<file path="src/rtl/cpu6502_execute_unit_assert.svh">
// Assertion macros for the 6502 execute unit.
// Expects clk and rst_n in the scope of the including module.
`ifndef CPU6502_EXECUTE_UNIT_ASSERT_SVH
`define CPU6502_EXECUTE_UNIT_ASSERT_SVH

// checked only out of reset
`define C6502EU_ASSERT(label, prop, msg) \
  label: assert property (@(posedge clk) disable iff (!rst_n) prop) else $error(msg);

// checked on every edge, reset included
`define C6502EU_ASSERT_ALWAYS(label, prop, msg) \
  label: assert property (@(posedge clk) prop) else $error(msg);

`endif

</file>
<file path="src/rtl/c6502eu_pkg.sv">
// Shared types and constants for the 6502 execute unit.
// Operation codes, status flag positions, register file and result structs.
package c6502eu_pkg;

  localparam int unsigned KindW = 6;
  localparam int unsigned ByteW = 8;

  localparam logic [KindW-1:0] K_ADC  = 6'd0;
  localparam logic [KindW-1:0] K_SBC  = 6'd1;
  localparam logic [KindW-1:0] K_AND  = 6'd2;
  localparam logic [KindW-1:0] K_ORA  = 6'd3;
  localparam logic [KindW-1:0] K_EOR  = 6'd4;
  localparam logic [KindW-1:0] K_BIT  = 6'd5;
  localparam logic [KindW-1:0] K_CMP  = 6'd6;
  localparam logic [KindW-1:0] K_CPX  = 6'd7;
  localparam logic [KindW-1:0] K_CPY  = 6'd8;
  localparam logic [KindW-1:0] K_LDA  = 6'd9;
  localparam logic [KindW-1:0] K_LDX  = 6'd10;
  localparam logic [KindW-1:0] K_LDY  = 6'd11;
  localparam logic [KindW-1:0] K_STA  = 6'd12;
  localparam logic [KindW-1:0] K_STX  = 6'd13;
  localparam logic [KindW-1:0] K_STY  = 6'd14;
  localparam logic [KindW-1:0] K_INC  = 6'd15;
  localparam logic [KindW-1:0] K_DEC  = 6'd16;
  localparam logic [KindW-1:0] K_INX  = 6'd17;
  localparam logic [KindW-1:0] K_INY  = 6'd18;
  localparam logic [KindW-1:0] K_DEX  = 6'd19;
  localparam logic [KindW-1:0] K_DEY  = 6'd20;
  localparam logic [KindW-1:0] K_ASL  = 6'd21;
  localparam logic [KindW-1:0] K_ASLA = 6'd22;
  localparam logic [KindW-1:0] K_LSR  = 6'd23;
  localparam logic [KindW-1:0] K_LSRA = 6'd24;
  localparam logic [KindW-1:0] K_ROL  = 6'd25;
  localparam logic [KindW-1:0] K_ROLA = 6'd26;
  localparam logic [KindW-1:0] K_ROR  = 6'd27;
  localparam logic [KindW-1:0] K_RORA = 6'd28;
  localparam logic [KindW-1:0] K_TAX  = 6'd29;
  localparam logic [KindW-1:0] K_TAY  = 6'd30;
  localparam logic [KindW-1:0] K_TSX  = 6'd31;
  localparam logic [KindW-1:0] K_TXA  = 6'd32;
  localparam logic [KindW-1:0] K_TXS  = 6'd33;
  localparam logic [KindW-1:0] K_TYA  = 6'd34;
  localparam logic [KindW-1:0] K_CLC  = 6'd35;
  localparam logic [KindW-1:0] K_CLD  = 6'd36;
  localparam logic [KindW-1:0] K_CLI  = 6'd37;
  localparam logic [KindW-1:0] K_CLV  = 6'd38;
  localparam logic [KindW-1:0] K_SEC  = 6'd39;
  localparam logic [KindW-1:0] K_SED  = 6'd40;
  localparam logic [KindW-1:0] K_SEI  = 6'd41;
  localparam logic [KindW-1:0] K_BCC  = 6'd42;
  localparam logic [KindW-1:0] K_BCS  = 6'd43;
  localparam logic [KindW-1:0] K_BEQ  = 6'd44;
  localparam logic [KindW-1:0] K_BMI  = 6'd45;
  localparam logic [KindW-1:0] K_BNE  = 6'd46;
  localparam logic [KindW-1:0] K_BPL  = 6'd47;
  localparam logic [KindW-1:0] K_BVC  = 6'd48;
  localparam logic [KindW-1:0] K_BVS  = 6'd49;
  localparam logic [KindW-1:0] K_NOP  = 6'd50;

  // status bit positions
  localparam logic [2:0] FL_C = 3'd0;
  localparam logic [2:0] FL_Z = 3'd1;
  localparam logic [2:0] FL_I = 3'd2;
  localparam logic [2:0] FL_D = 3'd3;
  localparam logic [2:0] FL_B = 3'd4;
  localparam logic [2:0] FL_U = 3'd5;
  localparam logic [2:0] FL_V = 3'd6;
  localparam logic [2:0] FL_N = 3'd7;

  localparam logic [ByteW-1:0] SP_RESET    = 8'hFD;
  localparam logic [ByteW-1:0] FLAGS_RESET = 8'h04;

  typedef struct packed {
    logic [ByteW-1:0] a;
    logic [ByteW-1:0] x;
    logic [ByteW-1:0] y;
    logic [ByteW-1:0] sp;
    logic [ByteW-1:0] p;
  } arch_t;

  typedef struct packed {
    logic [ByteW-1:0] write_data;
    logic             write_valid;
    logic             branch_taken;
  } alu_res_t;

endpackage

</file>
<file path="src/rtl/c6502eu_alu.sv">
// Single-pass 6502 ALU: next register state and store/branch result.
// Depends on c6502eu_pkg.
module c6502eu_alu (
  input  logic [c6502eu_pkg::KindW-1:0] kind,
  input  logic [c6502eu_pkg::ByteW-1:0] operand,
  input  c6502eu_pkg::arch_t            cur,
  output c6502eu_pkg::arch_t            nxt,
  output c6502eu_pkg::alu_res_t         res
);

  function automatic logic [7:0] with_zn(input logic [7:0] p, input logic [7:0] v);
    logic [7:0] r;
    r = p;
    r[c6502eu_pkg::FL_Z] = (v == 8'h00);
    r[c6502eu_pkg::FL_N] = v[7];
    return r;
  endfunction

  logic [7:0] add_m;
  logic [8:0] sum;
  logic       sum_v;
  logic [7:0] cmp_reg;
  logic [8:0] diff;
  logic       is_mem_shift;
  logic       is_rot;
  logic       rot_in;
  logic [7:0] sh_src;
  logic [7:0] shl;
  logic [7:0] shr;
  logic [7:0] inc_m;
  logic [7:0] dec_m;

  always_comb begin
    add_m = (kind == c6502eu_pkg::K_SBC) ? ~operand : operand;
    sum   = {1'b0, cur.a} + {1'b0, add_m} + {8'h00, cur.p[c6502eu_pkg::FL_C]};
    sum_v = ~(cur.a[7] ^ add_m[7]) & (cur.a[7] ^ sum[7]);

    if (kind == c6502eu_pkg::K_CPX) begin
      cmp_reg = cur.x;
    end else if (kind == c6502eu_pkg::K_CPY) begin
      cmp_reg = cur.y;
    end else begin
      cmp_reg = cur.a;
    end
    diff = {1'b0, cmp_reg} - {1'b0, operand};

    is_mem_shift = (kind == c6502eu_pkg::K_ASL) || (kind == c6502eu_pkg::K_LSR) ||
                   (kind == c6502eu_pkg::K_ROL) || (kind == c6502eu_pkg::K_ROR);
    is_rot = (kind == c6502eu_pkg::K_ROL) || (kind == c6502eu_pkg::K_ROLA) ||
             (kind == c6502eu_pkg::K_ROR) || (kind == c6502eu_pkg::K_RORA);
    rot_in = is_rot & cur.p[c6502eu_pkg::FL_C];
    sh_src = is_mem_shift ? operand : cur.a;
    shl    = {sh_src[6:0], rot_in};
    shr    = {rot_in, sh_src[7:1]};
    inc_m  = operand + 8'h01;
    dec_m  = operand - 8'h01;
  end

  always_comb begin
    nxt = cur;
    res = '0;
    unique case (kind)
      c6502eu_pkg::K_ADC, c6502eu_pkg::K_SBC: begin
        nxt.a = sum[7:0];
        nxt.p = with_zn(cur.p, sum[7:0]);
        nxt.p[c6502eu_pkg::FL_C] = sum[8];
        nxt.p[c6502eu_pkg::FL_V] = sum_v;
      end
      c6502eu_pkg::K_AND: begin
        nxt.a = cur.a & operand;
        nxt.p = with_zn(cur.p, cur.a & operand);
      end
      c6502eu_pkg::K_ORA: begin
        nxt.a = cur.a | operand;
        nxt.p = with_zn(cur.p, cur.a | operand);
      end
      c6502eu_pkg::K_EOR: begin
        nxt.a = cur.a ^ operand;
        nxt.p = with_zn(cur.p, cur.a ^ operand);
      end
      c6502eu_pkg::K_BIT: begin
        nxt.p[c6502eu_pkg::FL_Z] = ((cur.a & operand) == 8'h00);
        nxt.p[c6502eu_pkg::FL_N] = operand[7];
        nxt.p[c6502eu_pkg::FL_V] = operand[6];
      end
      c6502eu_pkg::K_CMP, c6502eu_pkg::K_CPX, c6502eu_pkg::K_CPY: begin
        nxt.p = with_zn(cur.p, diff[7:0]);
        nxt.p[c6502eu_pkg::FL_C] = ~diff[8];
      end
      c6502eu_pkg::K_LDA: begin
        nxt.a = operand;
        nxt.p = with_zn(cur.p, operand);
      end
      c6502eu_pkg::K_LDX: begin
        nxt.x = operand;
        nxt.p = with_zn(cur.p, operand);
      end
      c6502eu_pkg::K_LDY: begin
        nxt.y = operand;
        nxt.p = with_zn(cur.p, operand);
      end
      c6502eu_pkg::K_STA: begin
        res.write_data  = cur.a;
        res.write_valid = 1'b1;
      end
      c6502eu_pkg::K_STX: begin
        res.write_data  = cur.x;
        res.write_valid = 1'b1;
      end
      c6502eu_pkg::K_STY: begin
        res.write_data  = cur.y;
        res.write_valid = 1'b1;
      end
      c6502eu_pkg::K_INC: begin
        res.write_data  = inc_m;
        res.write_valid = 1'b1;
        nxt.p = with_zn(cur.p, inc_m);
      end
      c6502eu_pkg::K_DEC: begin
        res.write_data  = dec_m;
        res.write_valid = 1'b1;
        nxt.p = with_zn(cur.p, dec_m);
      end
      c6502eu_pkg::K_INX: begin
        nxt.x = cur.x + 8'h01;
        nxt.p = with_zn(cur.p, cur.x + 8'h01);
      end
      c6502eu_pkg::K_INY: begin
        nxt.y = cur.y + 8'h01;
        nxt.p = with_zn(cur.p, cur.y + 8'h01);
      end
      c6502eu_pkg::K_DEX: begin
        nxt.x = cur.x - 8'h01;
        nxt.p = with_zn(cur.p, cur.x - 8'h01);
      end
      c6502eu_pkg::K_DEY: begin
        nxt.y = cur.y - 8'h01;
        nxt.p = with_zn(cur.p, cur.y - 8'h01);
      end
      c6502eu_pkg::K_ASL, c6502eu_pkg::K_ROL: begin
        res.write_data  = shl;
        res.write_valid = 1'b1;
        nxt.p = with_zn(cur.p, shl);
        nxt.p[c6502eu_pkg::FL_C] = sh_src[7];
      end
      c6502eu_pkg::K_ASLA, c6502eu_pkg::K_ROLA: begin
        nxt.a = shl;
        nxt.p = with_zn(cur.p, shl);
        nxt.p[c6502eu_pkg::FL_C] = sh_src[7];
      end
      c6502eu_pkg::K_LSR, c6502eu_pkg::K_ROR: begin
        res.write_data  = shr;
        res.write_valid = 1'b1;
        nxt.p = with_zn(cur.p, shr);
        nxt.p[c6502eu_pkg::FL_C] = sh_src[0];
      end
      c6502eu_pkg::K_LSRA, c6502eu_pkg::K_RORA: begin
        nxt.a = shr;
        nxt.p = with_zn(cur.p, shr);
        nxt.p[c6502eu_pkg::FL_C] = sh_src[0];
      end
      c6502eu_pkg::K_TAX: begin
        nxt.x = cur.a;
        nxt.p = with_zn(cur.p, cur.a);
      end
      c6502eu_pkg::K_TAY: begin
        nxt.y = cur.a;
        nxt.p = with_zn(cur.p, cur.a);
      end
      c6502eu_pkg::K_TSX: begin
        nxt.x = cur.sp;
        nxt.p = with_zn(cur.p, cur.sp);
      end
      c6502eu_pkg::K_TXA: begin
        nxt.a = cur.x;
        nxt.p = with_zn(cur.p, cur.x);
      end
      c6502eu_pkg::K_TXS: nxt.sp = cur.x;
      c6502eu_pkg::K_TYA: begin
        nxt.a = cur.y;
        nxt.p = with_zn(cur.p, cur.y);
      end
      c6502eu_pkg::K_CLC: nxt.p[c6502eu_pkg::FL_C] = 1'b0;
      c6502eu_pkg::K_CLD: nxt.p[c6502eu_pkg::FL_D] = 1'b0;
      c6502eu_pkg::K_CLI: nxt.p[c6502eu_pkg::FL_I] = 1'b0;
      c6502eu_pkg::K_CLV: nxt.p[c6502eu_pkg::FL_V] = 1'b0;
      c6502eu_pkg::K_SEC: nxt.p[c6502eu_pkg::FL_C] = 1'b1;
      c6502eu_pkg::K_SED: nxt.p[c6502eu_pkg::FL_D] = 1'b1;
      c6502eu_pkg::K_SEI: nxt.p[c6502eu_pkg::FL_I] = 1'b1;
      c6502eu_pkg::K_BCC: res.branch_taken = ~cur.p[c6502eu_pkg::FL_C];
      c6502eu_pkg::K_BCS: res.branch_taken = cur.p[c6502eu_pkg::FL_C];
      c6502eu_pkg::K_BEQ: res.branch_taken = cur.p[c6502eu_pkg::FL_Z];
      c6502eu_pkg::K_BMI: res.branch_taken = cur.p[c6502eu_pkg::FL_N];
      c6502eu_pkg::K_BNE: res.branch_taken = ~cur.p[c6502eu_pkg::FL_Z];
      c6502eu_pkg::K_BPL: res.branch_taken = ~cur.p[c6502eu_pkg::FL_N];
      c6502eu_pkg::K_BVC: res.branch_taken = ~cur.p[c6502eu_pkg::FL_V];
      c6502eu_pkg::K_BVS: res.branch_taken = cur.p[c6502eu_pkg::FL_V];
      default: ; // NOP and unassigned codes
    endcase
  end

endmodule

</file>
<file path="src/rtl/c6502eu_regfile.sv">
// Architectural registers A, X, Y, SP and P of the execute unit.
// Depends on c6502eu_pkg; loaded from the ALU on each executed request.
module c6502eu_regfile (
  input  logic               clk,
  input  logic               rst_n,
  input  logic               load,
  input  c6502eu_pkg::arch_t state_nxt,
  output c6502eu_pkg::arch_t state
);

  c6502eu_pkg::arch_t state_r;

  always_ff @(posedge clk) begin
    if (!rst_n) begin
      state_r.a  <= '0;
      state_r.x  <= '0;
      state_r.y  <= '0;
      state_r.sp <= c6502eu_pkg::SP_RESET;
      state_r.p  <= c6502eu_pkg::FLAGS_RESET;
    end else if (load) begin
      state_r <= state_nxt;
    end
  end

  assign state = state_r;

endmodule

</file>
<file path="src/rtl/cpu6502_execute_unit.sv">
// 6502 execute unit top level: input register, ALU pass, result register.
// Depends on c6502eu_pkg, c6502eu_alu, c6502eu_regfile and the assert header.
//
// Executes one 6502 data, flag, transfer or branch instruction per request.
// Throughput is one request per clock while no result waits untaken:
// each request is held in the input register, where the ALU reads the
// register file and updates it in a single pass, and the result then sits
// in the output register until taken. A request moves on from the input
// register to the output register once the latter is free or being taken.
// The input side keeps accepting while a finished result waits, as long
// as the input register is free or moving on.
// ADC/SBC are binary; D is stored only.

`include "cpu6502_execute_unit_assert.svh"

module cpu6502_execute_unit (
  input  logic        clk,
  input  logic        rst_n,
  input  logic        in_tvalid,
  output logic        in_tready,
  input  logic [7:0]  in_tdata,   // [7:0] operand
  input  logic [5:0]  in_tuser,   // [5:0] kind
  output logic        out_tvalid,
  input  logic        out_tready,
  // [7:0] write_data, [15:8] acc_out, [23:16] x_out, [31:24] y_out,
  // [39:32] flags_out, [47:40] sp_out
  output logic [47:0] out_tdata,
  output logic [1:0]  out_tuser   // [0] write_valid, [1] branch_taken
);

  logic                          stage_valid_r;
  logic [c6502eu_pkg::KindW-1:0] stage_kind_r;
  logic [c6502eu_pkg::ByteW-1:0] stage_operand_r;
  logic                          exec_fire;
  logic                          in_fire;

  c6502eu_pkg::arch_t    state;
  c6502eu_pkg::arch_t    state_nxt;
  c6502eu_pkg::alu_res_t alu_res;

  logic                  out_valid_r;
  c6502eu_pkg::alu_res_t out_res_r;
  c6502eu_pkg::arch_t    out_state_r;

  assign exec_fire = stage_valid_r && (!out_valid_r || out_tready);
  assign in_tready = !stage_valid_r || exec_fire;
  assign in_fire   = in_tvalid && in_tready;

  always_ff @(posedge clk) begin
    if (!rst_n) begin
      stage_valid_r <= 1'b0;
    end else if (in_tready) begin
      stage_valid_r <= in_tvalid;
    end
  end

  always_ff @(posedge clk) begin
    if (in_fire) begin
      stage_kind_r    <= in_tuser;
      stage_operand_r <= in_tdata;
    end
  end

  c6502eu_alu u_alu (
    .kind    (stage_kind_r),
    .operand (stage_operand_r),
    .cur     (state),
    .nxt     (state_nxt),
    .res     (alu_res)
  );

  c6502eu_regfile u_regfile (
    .clk       (clk),
    .rst_n     (rst_n),
    .load      (exec_fire),
    .state_nxt (state_nxt),
    .state     (state)
  );

  always_ff @(posedge clk) begin
    if (!rst_n) begin
      out_valid_r <= 1'b0;
    end else if (exec_fire) begin
      out_valid_r <= 1'b1;
    end else if (out_tready) begin
      out_valid_r <= 1'b0;
    end
  end

  always_ff @(posedge clk) begin
    if (exec_fire) begin
      out_res_r   <= alu_res;
      out_state_r <= state_nxt;
    end
  end

  assign out_tvalid = out_valid_r;
  assign out_tdata  = {out_state_r.sp, out_state_r.p, out_state_r.y,
                       out_state_r.x, out_state_r.a, out_res_r.write_data};
  assign out_tuser  = {out_res_r.branch_taken, out_res_r.write_valid};

  `C6502EU_ASSERT(a_exec_fills_out, exec_fire |=> out_valid_r, "executed request lost")
  `C6502EU_ASSERT(a_stall_means_busy, !in_tready |-> (stage_valid_r && out_valid_r), "stall without backlog")
  `C6502EU_ASSERT(a_ub_flags_zero, out_tvalid |-> (out_tdata[37:36] == 2'b00), "U or B flag set")
  `C6502EU_ASSERT(a_store_data_gated, (out_tvalid && !out_tuser[0]) |-> (out_tdata[7:0] == 8'h00), "store data without store")
  `C6502EU_ASSERT_ALWAYS(a_store_not_branch, rst_n |-> !(out_tvalid && out_tuser[0] && out_tuser[1]), "store and branch together")

endmodule
</file>
<file path="config.mk">
export PLATFORM = sky130hd
export DESIGN_NAME = cpu6502_execute_unit
export DESIGN_NICKNAME = d
export VERILOG_FILES = /design/src/rtl/c6502eu_pkg.sv /design/src/rtl/c6502eu_alu.sv /design/src/rtl/c6502eu_regfile.sv /design/src/rtl/cpu6502_execute_unit.sv
export VERILOG_INCLUDE_DIRS = /design/src /design/src/rtl
export SDC_FILE = /design/constraint.sdc
export NUM_CORES = 1
export LEC_CHECK = 0
export ABC_AREA = 1
export ABC_CLOCK_PERIOD_IN_PS = 3400
export BUFFER_PORTS_ARGS = -buffer_cell sky130_fd_sc_hd__buf_2
export CORE_ASPECT_RATIO = 1.75
export CORE_MARGIN = 2
export CORE_UTILIZATION = 30
export CTS_CLUSTER_SIZE = 25
export DETAILED_ROUTE_END_ITERATION = 10
export PLACE_DENSITY_LB_ADDON = 0.1
export SLEW_MARGIN = 20
export SYNTH_ARGS = -nofsm -noshare
export SYNTH_HDL_FRONTEND = slang
export SYNTH_SLANG_ARGS = --single-unit
</file>
<file path="constraint.sdc">
create_clock -name clk -period 3.4 [get_ports clk]
set_input_delay 0.34 -clock clk [delete_from_list [all_inputs] [get_ports clk]]
set_output_delay 0.34 -clock clk [all_outputs]
set_load 0.05 [all_outputs]
</file>
; Word-level counts from Yosys, hierarchy flattened
; Cells that the tools add are included.
[totals]
ff_bits = 102
latchBits = 0
ramBits = 0
mem_bits_ro = 0
output_inout_bits = 52
mem_count = 0
[op_classes]
addsub = 9
mul = 0
div = 0
magnitude_cmp = 0
eq_ne = 49
shifts = 0
n_mux = 18
n_bitwise = 14
n_reduce_logical = 44
[op_table]
columns = op, count
row1 = $logic_not 8->1, 18
row2 = $eq 6x6->1 const B, 18
row3 = $eq 6x5->1 const B, 16
row4 = $pmux 8 s9, 1
row5 = $pmux 9 s7, 1
row6 = $eq 6x4->1 const B, 8
row7 = $mux 8, 5
row8 = $pmux 8 s5, 1
row9 = $pmux 1 s18, 2
row10 = $pmux 8 s4, 1
row11 = $add 8x1->8 const B, 3
row12 = $eq 6x3->1 const B, 4
row13 = $sub 8x1->8 const B, 3
row14 = $reduce_or 2->1, 7
row15 = $eq 6x2->1 const B, 2
row16 = $reduce_or 4->1, 3
row17 = $add 8x8->9, 1
row18 = $add 9x1->9, 1
row19 = $sub 8x8->9, 1
row20 = $and 8x8->8, 1
row21 = $logic_or 1x1->1, 8
row22 = $not 8->8, 1
row23 = $or 8x8->8, 1
row24 = $pmux 1 s8, 1
row25 = 14 further kinds, 26

; Logic depth before layout (Yosys ltp)
[logic_depth]
ltp_word = 7
ltp_mapped = 25
ltp_nobuf = 23

; Hierarchy
; A second synthesis with hierarchy kept.
[unflattened]
hier_cells = 1208
hier_area_um2 = 8308.0
[modules_own_cells]
columns = module, n_inst, cells_per_inst, area_per_inst_um2
row1 = c6502eu_alu, 1, 894, 4687.0
row2 = cpu6502_execute_unit, 1, 77, 2016.9
row3 = c6502eu_regfile, 1, 237, 1604.0

; Worst setup path after synthesis
; No wires, ideal clock.
[synth_path]
path_type = reg-to-reg
from = reg stage_kind_r[2] (netlist bit)
to = reg out_state_r, in the netlist out_tdata[33], data pin
setup_time_ns = 0.252
arrival_ns = 2.822
setup_slack_ns = 0.326
stages_incl_launch_ff = 22
cell_sequence = edfxtp_1 -> nor2_4 -> inv_2 -> nor2_2 -> nand2_1 -> xor2_1 -> fa_1 -> inv_1 -> fa_1 -> nand3_1 -> nand2_1 -> nand2_1 -> nand2_1 -> nand2_1 -> nand2_1 -> xor2_1 -> nand2_1 -> nor2_1 -> nor2_1 -> nand2_1 -> nand2_1 -> inv_1
[synth_rtl]
columns = element, line_no
row1 = "start, declared", cpu6502_execute_unit.sv:32  ; logic [c6502eu_pkg::KindW-1:0] stage_kind_r;
row2 = "start signal, assigned", cpu6502_execute_unit.sv:59  ; stage_kind_r <= in_tuser;
row3 = "end signal, assigned", cpu6502_execute_unit.sv:93  ; out_state_r <= state_nxt;
row4 = "end, declared", cpu6502_execute_unit.sv:43  ; c6502eu_pkg::arch_t out_state_r;

==> summary.txt <==
Final layout
  • Register area: ~0.0027 mm^2
  • Post-layout util: between 30% and 40%
  • Fin area: a little under 0.01 mm^2
  • Multi-input logic area: 0.004708 mm^2
  • Fillcell total: a little under 3000
  • Area delta synth->final: 18.77%
  • Fin nets: about 1300
  • Fraction of layout cells with a size suffix above 1: 17.11%

Die
  • Die X: 128.2 um
  • Die Y-Extent: 221.4 um
  • Ports: 70
  • Die area: around 0.028 mm^2
  • Initial core utilization: between 30% and 40%
  • Row count: 79
  • Core ar.: 0.02659 mm^2

Logic synthesis
  • Distinct cells, synth: 52
  • Predominant post-synthesis flop cell: edfxtp_1
  • #FFs+latches synth: 102
  • Synth area leaders: edfxtp_1 23%, nand2_1 12%, dfxtp_1 9.9%, ha_1 7.1%, inv_1 6.3%
  • Number of synthesized flops with an enable pin: between 60 and 70
  • Synth Instances: 1123
  • Top cell type's share of synthesized area: a little under a quarter
  • Avg Inst Size Synth: between 7 and 8 um^2
  • Sequential-to-total area share from yosys stat: between 30% and 40%
  • Synthesized area: 0.008100 mm^2
  • Top cell type by total area after synthesis: edfxtp_1
  • Fraction of registers with async set or reset after synthesis: 0%
  • Synth warn: 0

Global routing
  • GRT overflow: 0
  • Overall routing resource usage: about 28%
  • Number of global-route vias before repair: 8665
  • M3 GR Usage: under 10%
  • M2 GR Usage: approximately half
  • First-pass GRT wire length: around 57 mm
  • Most used routing layer: met2
  • Antenna violations before repair: 1
  • Largest net degree at the start of global routing: 53
  • Met1 Usage GRT: between 20% and 30%

Placed design
  • Worst slack at placement: ~0.019 ns
  • HPWL after DPL: approximately 32 mm
  • Routability cong.: approximately 1
  • I/O Buffers: 67
  • Post-placement cell area: 0.009259 mm^2

Clocking
  • Clk Latency, worst-skew pair: ~0.39 ns
  • Clock-pin slew on the worst setup and hold paths: about 0.080 ns
  • CTS root buf: clkbuf_16
  • CTS tree: built
  • CTS Buffer Depth: 2
  • CTS Buf Count: 9
  • Hold-fix buffers at CTS: 0
  • Clock sinks: 102
  • H-tree levels: 3

Detailed routing
  • Routed wire length: 39.39 mm
  • Pre-Repair DR Iteration Count: 7
  • Vias/cell: 5.461
  • Avg WL per Cell: 24.99 um
  • Drt drc: 0
  • Initial DRC count: roughly 570
  • Via Count: between 8000 and 9000
  • Final antenna-violating net count: 0

Setup path
  • Largest stage delay, worst path: 0.46 ns
  • CP bufs+invs: 4
  • Required time worst endpoint: 3.55 ns
  • Element type at the critical path start: flop
  • Largest delay share family, worst path: adder cells
  • Largest fanout on the critical path: 4
  • CP max-delay cell: edfxtp_1
  • Critical path cell sequence: buf_4, nor2_4, inv_2, nor2_2, nand2_2, xor2_1, fa_1, inv_1, fa_1, nand2_1, nand4_1, a211oi_2, nand4_1, o21ai_2, inv_1
  • Crit end category: flop
  • Reg2reg start: stage_kind_r[2]
  • CP startpoint: stage_kind_r[2]
  • Worst EP arrival: roughly 3.4 ns
  • Kind of critical path: flop to flop

Timing
  • Tcrit/Tclk final: around 95%
  • Setup violators final: 0
  • Slew Limit Fails: 0
  • Slew @ Worst Pin: ~1.0 ns
  • RSZ-0062 raised after global routing: no
  • Post-route setup TNS: 0 ns
  • Fmax: between 0.3 and 0.4 GHz
  • Final hold vios: 0
  • Min Clock Period, post-route: between 3 and 4 ns
  • Rel. slew slack: a little under a third
  • Final setup margin: 0.1675 ns
  • Clock Skew: ~0.010 ns

Power and ir drop
  • Pwr per Cell Area: approximately 380 mW/mm^2
  • Worst vdd ir: approximately 0.00027 V
  • Leak pwr: 0.004573 uW

Hold path
  • Min-delay src: in_tuser[0]
  • Hold crit path type: input pin to flop

Run
  • Max_cap viols: 0

Run status
  • Status: finished clean
-- per-stage QoR --
step,total power [uW],hold slack [ns],cells
6_report,3670,0.1200,1576
5_1_grt,3837,0.1095,1575
4_1_cts,3686,0.1080,1572
3_5_place_dp,2544,0.4568,1556
3_3_place_gp,2550,0.4623,1556
2_1_floorplan,2145,0.4340,1124
-- final timing paths --
check | to | slack, ns | cells past startpoint
worst max-delay path | out_tdata[9] | 0.17 | 15
worst min-delay path | stage_kind_r[0] | 0.12 | 1
worst max register to register | out_tdata[9] | 0.17 | 15
worst min register to register | u_regfile.state[2] | 0.48 | 2
-- layer usage --
metal	share of wire, %	vias up
li1	-	4072
met1	35	4101
met2	53	300
met3	4.1	133
met4	8.0	0
met5	0	-
-- state kept, by name (all words and copies together) (netlist names) --
register and flops:
out_tdata 46, out_tuser 2, out_tvalid 1, stage_kind_r 6
stage_operand_r 8, stage_valid_r 1, u_regfile.state 38
-- logic make-up (layout without fill, tap and decap cells) --
group	Yosys count	after routing	synth area share, %
compound gates	236	236	17.93
xor+xnor	32	32	3.460
fa+ha+maj	49	49	7.847
buf+inv	189	316	9.407
flops	102	102	32.87
other cells	1	3	0.04629
simple gates	514	514	28.44
-- Yosys cell counts, types with 3 or more instances --
cell and count:
o211ai_1 22, o2111ai_1 7, buf_2 6, clkbuf_1 19, nand3_2 7, a221oi_1 6
a211oi_1 10, nand3b_1 4, xor2_1 30, inv_2 11, o21ai_1 9, fa_1 3
nand2_1 255, nor2_4 4, ha_1 46, nand2_4 3, inv_1 137, dfxtp_1 40
nor2_2 6, buf_6 5, nand3_1 85, edfxtp_1 62, nand4_1 26, nor2_1 93
o21ai_0 69, o22ai_1 42, clkinv_1 9, o221ai_1 6, a21oi_1 51, nor3_1 16
nand2_2 8
-- repair_timing --
| item | CTS | global route |
|---|---|---|
| buffers inserted | 0 | 3 |
| gates resized for setup | 0 | 10 |
| setup endpoints to repair | 0 | 7 |
-- power breakdown --
group	internal, uW	switching, uW
combinational	310	752
sequential	1400	69.9
clock	587	549
total	2300	1370
-- placed cells by master, fill, tap and decap left out, types with 7 or more instances in the layout --
cell       count
a211oi_1       9
a21oi_1       51
buf_2         67
buf_4         73
clkbuf_16      9
clkinv_1       9
dfxtp_1       40
edfxtp_1      62
ha_1          46
inv_1        135
inv_2         12
nand2_1      252
nand2_2       11
nand3_1       84
nand3_2        8
nand4_1       26
nor2_1        92
nor3_1        16
o2111ai_1      7
o211ai_1      22
o21ai_0       68
o21ai_1        9
o22ai_1       42
xor2_1        30
-- cell type report --
cell class	instances	share of cell area (%)
Multi-Input combinational cell	833	48.94
Sequential cell	102	27.68
Timing Repair Buffer	143	9.806
Inverter	157	6.139
Tap cell	324	4.214
Clock buffer	10	2.380
Clock inverter	6	0.8194
Antenna cell	1	0.02601
Power figures use the tool's default switching activity.
